**src/mfek_pkg.sv**
```systemverilog
`default_nettype none
package mfek_pkg;

    localparam int MAX_VERTICES  = 64;
    localparam int CAPACITY_BITS = 16;
    localparam int VERT_BITS     = $clog2(MAX_VERTICES);
    localparam int ADDR_BITS     = 2 * VERT_BITS;
    localparam int MAT_DEPTH     = MAX_VERTICES * MAX_VERTICES;
    localparam int RES_BITS      = CAPACITY_BITS + 1;
    localparam int FLOW_BITS     = 22;
    localparam int CNT_BITS      = 7;

    typedef enum logic [3:0] {
        ST_CLEAR,
        ST_LOAD,
        ST_BFS_INIT,
        ST_POP,
        ST_POP_WAIT,
        ST_SCAN,
        ST_SCAN_WAIT,
        ST_AUG_INIT,
        ST_AUG_RD,
        ST_AUG_WAIT,
        ST_AUG_FWD,
        ST_AUG_REV_WAIT,
        ST_AUG_REV,
        ST_DONE
    } state_t;

    // Commands from the controller to the datapath.
    typedef struct packed {
        logic clear_step;
        logic load_edge;
        logic bfs_init;
        logic pop_read;
        logic pop_take;
        logic scan_read;
        logic scan_take;
        logic aug_init;
        logic aug_read_fwd;
        logic aug_write_fwd;
        logic aug_read_rev;
        logic aug_write_rev;
        logic finish;
    } cmd_t;

    // Status returned from the datapath.
    typedef struct packed {
        logic clear_last;
        logic queue_empty;
        logic sink_found;
        logic scan_last;
        logic aug_at_source;
    } stat_t;

endpackage
`default_nettype wire

```
**src/mfek_ctrl.sv**
```systemverilog
`default_nettype none
module mfek_ctrl
    import mfek_pkg::*;
(
    input  wire logic  clk,
    input  wire logic  rst_n,
    input  wire logic  in_valid,
    output logic       in_stall,
    input  wire logic  last_edge,
    output logic       out_valid,
    input  wire logic  out_stall,
    input  wire stat_t stat,
    output cmd_t       cmd
);

    state_t state_reg, state_next;

    always_ff @(posedge clk or negedge rst_n)
    begin
        if (!rst_n)
        begin
            state_reg <= ST_CLEAR;
        end
        else
        begin
            state_reg <= state_next;
        end
    end

    always_comb
    begin
        state_next = state_reg;
        cmd        = '0;
        in_stall   = 1'b1;
        out_valid  = 1'b0;
        unique case (state_reg)
            ST_CLEAR:
            begin
                cmd.clear_step = 1'b1;
                if (stat.clear_last)
                begin
                    state_next = ST_LOAD;
                end
            end
            ST_LOAD:
            begin
                in_stall = 1'b0;
                if (in_valid)
                begin
                    cmd.load_edge = 1'b1;
                    if (last_edge)
                    begin
                        state_next = ST_BFS_INIT;
                    end
                end
            end
            ST_BFS_INIT:
            begin
                cmd.bfs_init = 1'b1;
                state_next   = ST_SCAN;
            end
            ST_POP:
            begin
                if (stat.sink_found)
                begin
                    state_next = ST_AUG_INIT;
                end
                else if (stat.queue_empty)
                begin
                    state_next = ST_DONE;
                end
                else
                begin
                    state_next = ST_POP_WAIT;
                end
            end
            ST_POP_WAIT:
            begin
                // Queue data is valid here; the bottleneck read is issued here and taken in ST_SCAN_WAIT.
                cmd.pop_read = 1'b1;
                state_next   = ST_SCAN_WAIT;
            end
            ST_SCAN_WAIT:
            begin
                cmd.pop_take = 1'b1;
                state_next   = ST_SCAN;
            end
            ST_SCAN:
            begin
                cmd.scan_take = 1'b1;
                if (stat.sink_found)
                begin
                    state_next = ST_AUG_INIT;
                end
                else if (stat.scan_last)
                begin
                    state_next = ST_POP;
                end
                else
                begin
                    cmd.scan_read = 1'b1;
                end
            end
            ST_AUG_INIT:
            begin
                cmd.aug_init = 1'b1;
                state_next   = ST_AUG_RD;
            end
            ST_AUG_RD:
            begin
                if (stat.aug_at_source)
                begin
                    state_next = ST_BFS_INIT;
                end
                else
                begin
                    state_next = ST_AUG_WAIT;
                end
            end
            ST_AUG_WAIT:
            begin
                cmd.aug_read_fwd = 1'b1;
                state_next       = ST_AUG_FWD;
            end
            ST_AUG_FWD:
            begin
                cmd.aug_write_fwd = 1'b1;
                state_next        = ST_AUG_REV_WAIT;
            end
            ST_AUG_REV_WAIT:
            begin
                cmd.aug_read_rev = 1'b1;
                state_next       = ST_AUG_REV;
            end
            ST_AUG_REV:
            begin
                cmd.aug_write_rev = 1'b1;
                state_next        = ST_AUG_RD;
            end
            ST_DONE:
            begin
                out_valid = 1'b1;
                if (!out_stall)
                begin
                    cmd.finish = 1'b1;
                    state_next = ST_CLEAR;
                end
            end
            default:
            begin
                state_next = ST_CLEAR;
            end
        endcase
    end

endmodule
`default_nettype wire

```
**config.mk**
```make
export PLATFORM = sky130hd
export DESIGN_NAME = mfek_ctrl
export DESIGN_NICKNAME = d
export VERILOG_FILES = /design/src/mfek_pkg.sv /design/src/mfek_ctrl.sv
export SDC_FILE = /design/constraint.sdc
export NUM_CORES = 1
export LEC_CHECK = 0
export CORE_AREA = 2 2 39 41
export CTS_CLUSTER_SIZE = 40
export DETAILED_ROUTE_END_ITERATION = 10
export DIE_AREA = 0 0 41 43
export DONT_BUFFER_PORTS = 1
export RECOVER_POWER = 25
export SYNTH_ARGS = -nofsm -noshare
export SYNTH_HDL_FRONTEND = slang
export SYNTH_SLANG_ARGS = --single-unit
```
**constraint.sdc**
```tcl
create_clock -name clk -period 1.7 [get_ports clk]
set_input_delay 0.17 -clock clk [delete_from_list [all_inputs] [get_ports clk]]
set_output_delay 0.17 -clock clk [all_outputs]
set_load 0.005 [all_outputs]
```
Yosys cells after proc, flatten, opt, wreduce, memory -nomap -nowiden
Index checks and enable logic that the tools add are counted.
{"block": "totals", "word_cells": 51, "register_bits": 4, "output_inout_bits": 15}
{"block": "classes", "mux": 28, "reduce_logical": 4, "n_eq_ne": 18}
{"cell": "4-bit case mux with 12 select lines", "count": 1}
{"cell": "4-bit 2-to-1 mux", "count": 9}
{"cell": "4-bit == test, second input constant", "count": 6}
{"cell": "1-bit 2-to-1 mux", "count": 17}
{"cell": "4-bit by 3-bit == test with 1-bit output, second input constant", "count": 4}
{"cell": "4-bit by 2-bit == test with 1-bit output, second input constant", "count": 2}
{"cell": "2-bit inequality test, second input constant", "count": 4}
{"cell": "5-bit AND reduction", "count": 1}
{"cell": "4-bit by 1-bit == test with 1-bit output, second input constant", "count": 1}
{"cell": "4-bit zero test", "count": 1}
{"cell": "2-bit OR reduction", "count": 2}
{"cell": "3-bit inequality test, second input constant", "count": 1}
{"cell": "2-bit 2-to-1 mux", "count": 1}

Depth between registers and ports, before layout
{"block": "depth", "word_depth": 3, "mapped_depth": 5, "ltp_nobuf": 4}

Worst setup path after synthesis
OpenSTA, ideal clock, no wires.
{"block": "synth_path", "path_kind": "reg-to-reg", "start": "register state_reg[3]", "end": "register state_reg[1]", "required_time_ns": 1.581, "setup_ns": 0.119, "path_buffers": 1, "t_arrival_ns": 1.187, "stages_incl_launch_ff": 6, "setup_slack_ns": 0.394, "cell_sequence": "dfrtp_1 nand2b_1 buf_6 o32ai_4 a211oi_2 and2_1"}
{"block": "synth_between", "elab_chain_cells": 3, "elab_cells_between_ends": 23, "classes_between": "eq/ne: 18; mux: 1; reduce/logical: 4"}
{"element": "start, declared", "line_no": "mfek_ctrl.sv:16", "text": "state_t state_reg, state_next;"}
{"element": "start signal, assigned", "line_no": "mfek_ctrl.sv:26", "text": "state_reg <= state_next;"}
{"element": "4-bit == test, or another cell as far along", "line_no": "mfek_ctrl.sv:36", "text": "unique case (state_reg)"}
{"element": "2-bit OR reduction (no source line), or another cell as far along"}
{"element": "4-bit case mux with 12 select lines or 5-bit AND reduction (tied branches)"}
Several ways; a longest one is shown, not always the timed one.
A chain may end at the register's enable or synchronous reset.

==> results.cfg <==
[yosys]
avgSynthCellArea_um2 = 8.52
ys_seq_elements = 4
postSynthNetCount = 74
ys_warn_count = 0
ffs_w_async_s_r_synth = 1.00
yosys_most_used_dff = dfrtp_1
netlist_instances = 64
ys_top_cells_by_area = dfrtp_1, nor2_1, nand2b_1
synth_top_area_share = 0.183
synth.distinct_cells = 29
synth_edf_count = 0
cell_type_with_the_largest_total_area_after_synthesis = dfrtp_1
synth-seq-area-share = 0.183
netlist_area_um2 = 546

[setup_path]
crit-reg2reg-capture = state_reg[1]
reg2reg_depth = 5
cp_cell_sequence = nand2b_4, or3_1, nor2_1
critical_path.n_buffers_inverters = 0
timing.critical_path.slowest_stage_cell = dfrtp_2
critical_path_class = reg -> out
top_delay_family_on_crit_path = simple AND/OR/NAND/NOR gates
worstReg2RegStart = state_reg[2]
end_kind = output pin
worst-path-max-fanout = 10
worstSetupStartpoint = state_reg[1]
worstSetupStartpointType = flip-flop
worst_ep_arrival_time_ns = 1.40
worst-endpoint-required_ns = 1.53
reg2reg_slack_ns = 0.28
max_stage_delay_ns = 0.47

[timing]
actual_transition_at_the_worst_max_transition_pin_ns = 0.384
hold_worst_slack_ns = 0.119
final_period_minus_worst_setup_slack_ns = 1.57
report.final.slew_viol_count = 0
relSlewSlack = 0.744
timing.clock.skew_ns = 0.00421
setup_tns_ns = 0
max_clock_freq_mhz = 637
setup_viol_count_final = 0
layout_worst_path_cycle_share = 0.924
fin_ws_ns = 0.129
hold_viol = 0
grt_setup_unrepaired = no

[route]
post_detailed_route_count_of_antenna_violating_nets = 0
vias = 470
drt_first_iter_violations = 11
drc = 0
avgRoutedWirePerCell_um = 15.1
routed_wirelength_mm = 1.24
detail_route.vias_per_cell = 5.73
firstDrtPassIters = 4

[clocking]
clk_pin_slew_worst_paths_ns = 0.04
cts_root_buf = clkbuf_4
cts_inserted_buffers = 3
insertion_delay_ns = 0.23
post-cts-setup-buffer-count = 0
clock_tree.htree_level_count = 1
cts_sinks = 4
max_buffers_root_to_sink = 2
cts_tree = built

[global_routing]
first_global_vias = 417
grt_first_pass_wirelength_mm = 1.88
grt_start_max_net_pins = 16
groute.usage.overall = 0.161
antenna_found_initial = 0
grt.overflow.total = 0

[run]
max_cap_viol_count = 0

[pwr]
share_seq_of_total_power = 0.220
cellInternalPower_uw = 566
power.leakage_uw = 0.000209
power.switching_fraction = 0.498
combinationalPowerShare = 0.678
clkPwrFrac = 0.102
p_per_area_nw_per_um2 = 1980
switching_power_uw = 561
vdd_drop_max_uv = 911

[worst_hold_path]
min_path_cells = 2
timing.hold.worst.class = in -> reg
worst_hold_startpoint = stat[3]
worstHoldEndpoint = state_reg[3]

[place]
finalWeightedCongestion = 0.870
portBuffers = 0
detailedPlace.worstSlack_ns = 0.141
hpwlAfterDp_um = 935
placedCellCount = 78

[floorplan]
die-width_um = 41
die_area_um2 = 1760
io_pins = 25
core-area_um2 = 1380
start_util = 0.394
die_h_um = 43
core.rowCount = 14

[cells_and_area]
post_route_cells_drive_above_1_share = 0.258
stdcell_count = 82
largest_register_ff_count = 4
layout.nets = 78
insertedDiodeCount = 0
area_delta_synth_final_pct = 4.13
most_frequent_standard_cell_in_the_layout_excluding_fill_and_tap_cells = nor2_1
final.fill_count = 140
commonest_cells_after_routing_fill_and_taps_aside = nor2_1, nand2b_1, inv_1, a21oi_1, nor3_1

[outcome]
run_status = finished, final reports clean
## per-layer routing
layer	GRT usage	routed length, um
met1	0.204	549
met2	0.234	616
met3	0.0681	69
met4	0.0600	0
met5	0	0
## synth_stat cells, types with 2 or more instances
| master | count |
|---|---|
| nor2_1 | 11 |
| nand2b_1 | 6 |
| a21oi_1 | 5 |
| inv_1 | 5 |
| dfrtp_1 | 4 |
| nor3_1 | 4 |
| buf_6 | 3 |
| nand2_1 | 3 |
| o22ai_1 | 2 |
| o2bb2ai_1 | 2 |
## worst max-delay path by stage
stage / to / cells after the start
2_1_floorplan: state_reg[1] / 5
3_3_place_gp: state_reg[1] / 4
6_report: cmd[11] / 3
4_1_cts: cmd[11] / 3
5_1_grt: cmd[11] / 3
3_5_place_dp: state_reg[1] / 4
## cell families after synthesis
family | Yosys count | share of synthesized area
AND/OR/NAND/NOR | 33 | 0.367
AO/OA/AOI/OAI | 17 | 0.314
buffers and inverters | 10 | 0.135
flip-flops | 4 | 0.183
## layout make-up
class / instances / area, um2 / share of cell area
well taps: 16 / 20.0 / 0.0352
clock buffers: 3 / 22.5 / 0.0396
flip-flops and latches: 4 / 103 / 0.181
repair buffers: 4 / 32.5 / 0.0573
inverters: 5 / 18.8 / 0.0330
multi-input cells: 50 / 372 / 0.654
## what timing repair did
| action | CTS | global route |
|---|---|---|
| endpoints found under the setup margin | 1 | 1 |
| hold buffers | 1 | 0 |
| endpoints found under the hold margin | 4 | 0 |
| resized for setup | 1 | 1 |
## per-stage QoR
step	area [um2]	utilization	total power, uW
2_1_floorplan	546	-	941
3_3_place_gp	533	0.385	992
3_5_place_dp	533	0.385	996
4_1_cts	567	0.410	1130
5_1_grt	568	0.410	1240
6_report	568	0.410	1130
## power groups by stage
stage          Combinational, uW  Sequential (uW)  Clock (uW)
2_1_floorplan                716              226           0
3_3_place_gp                 749              243           0
3_5_place_dp                 752              244           0
4_1_cts                      765              244         120
5_1_grt                      839              263         134
6_report                     764              248         115
(Power assumes the default switching activity.)
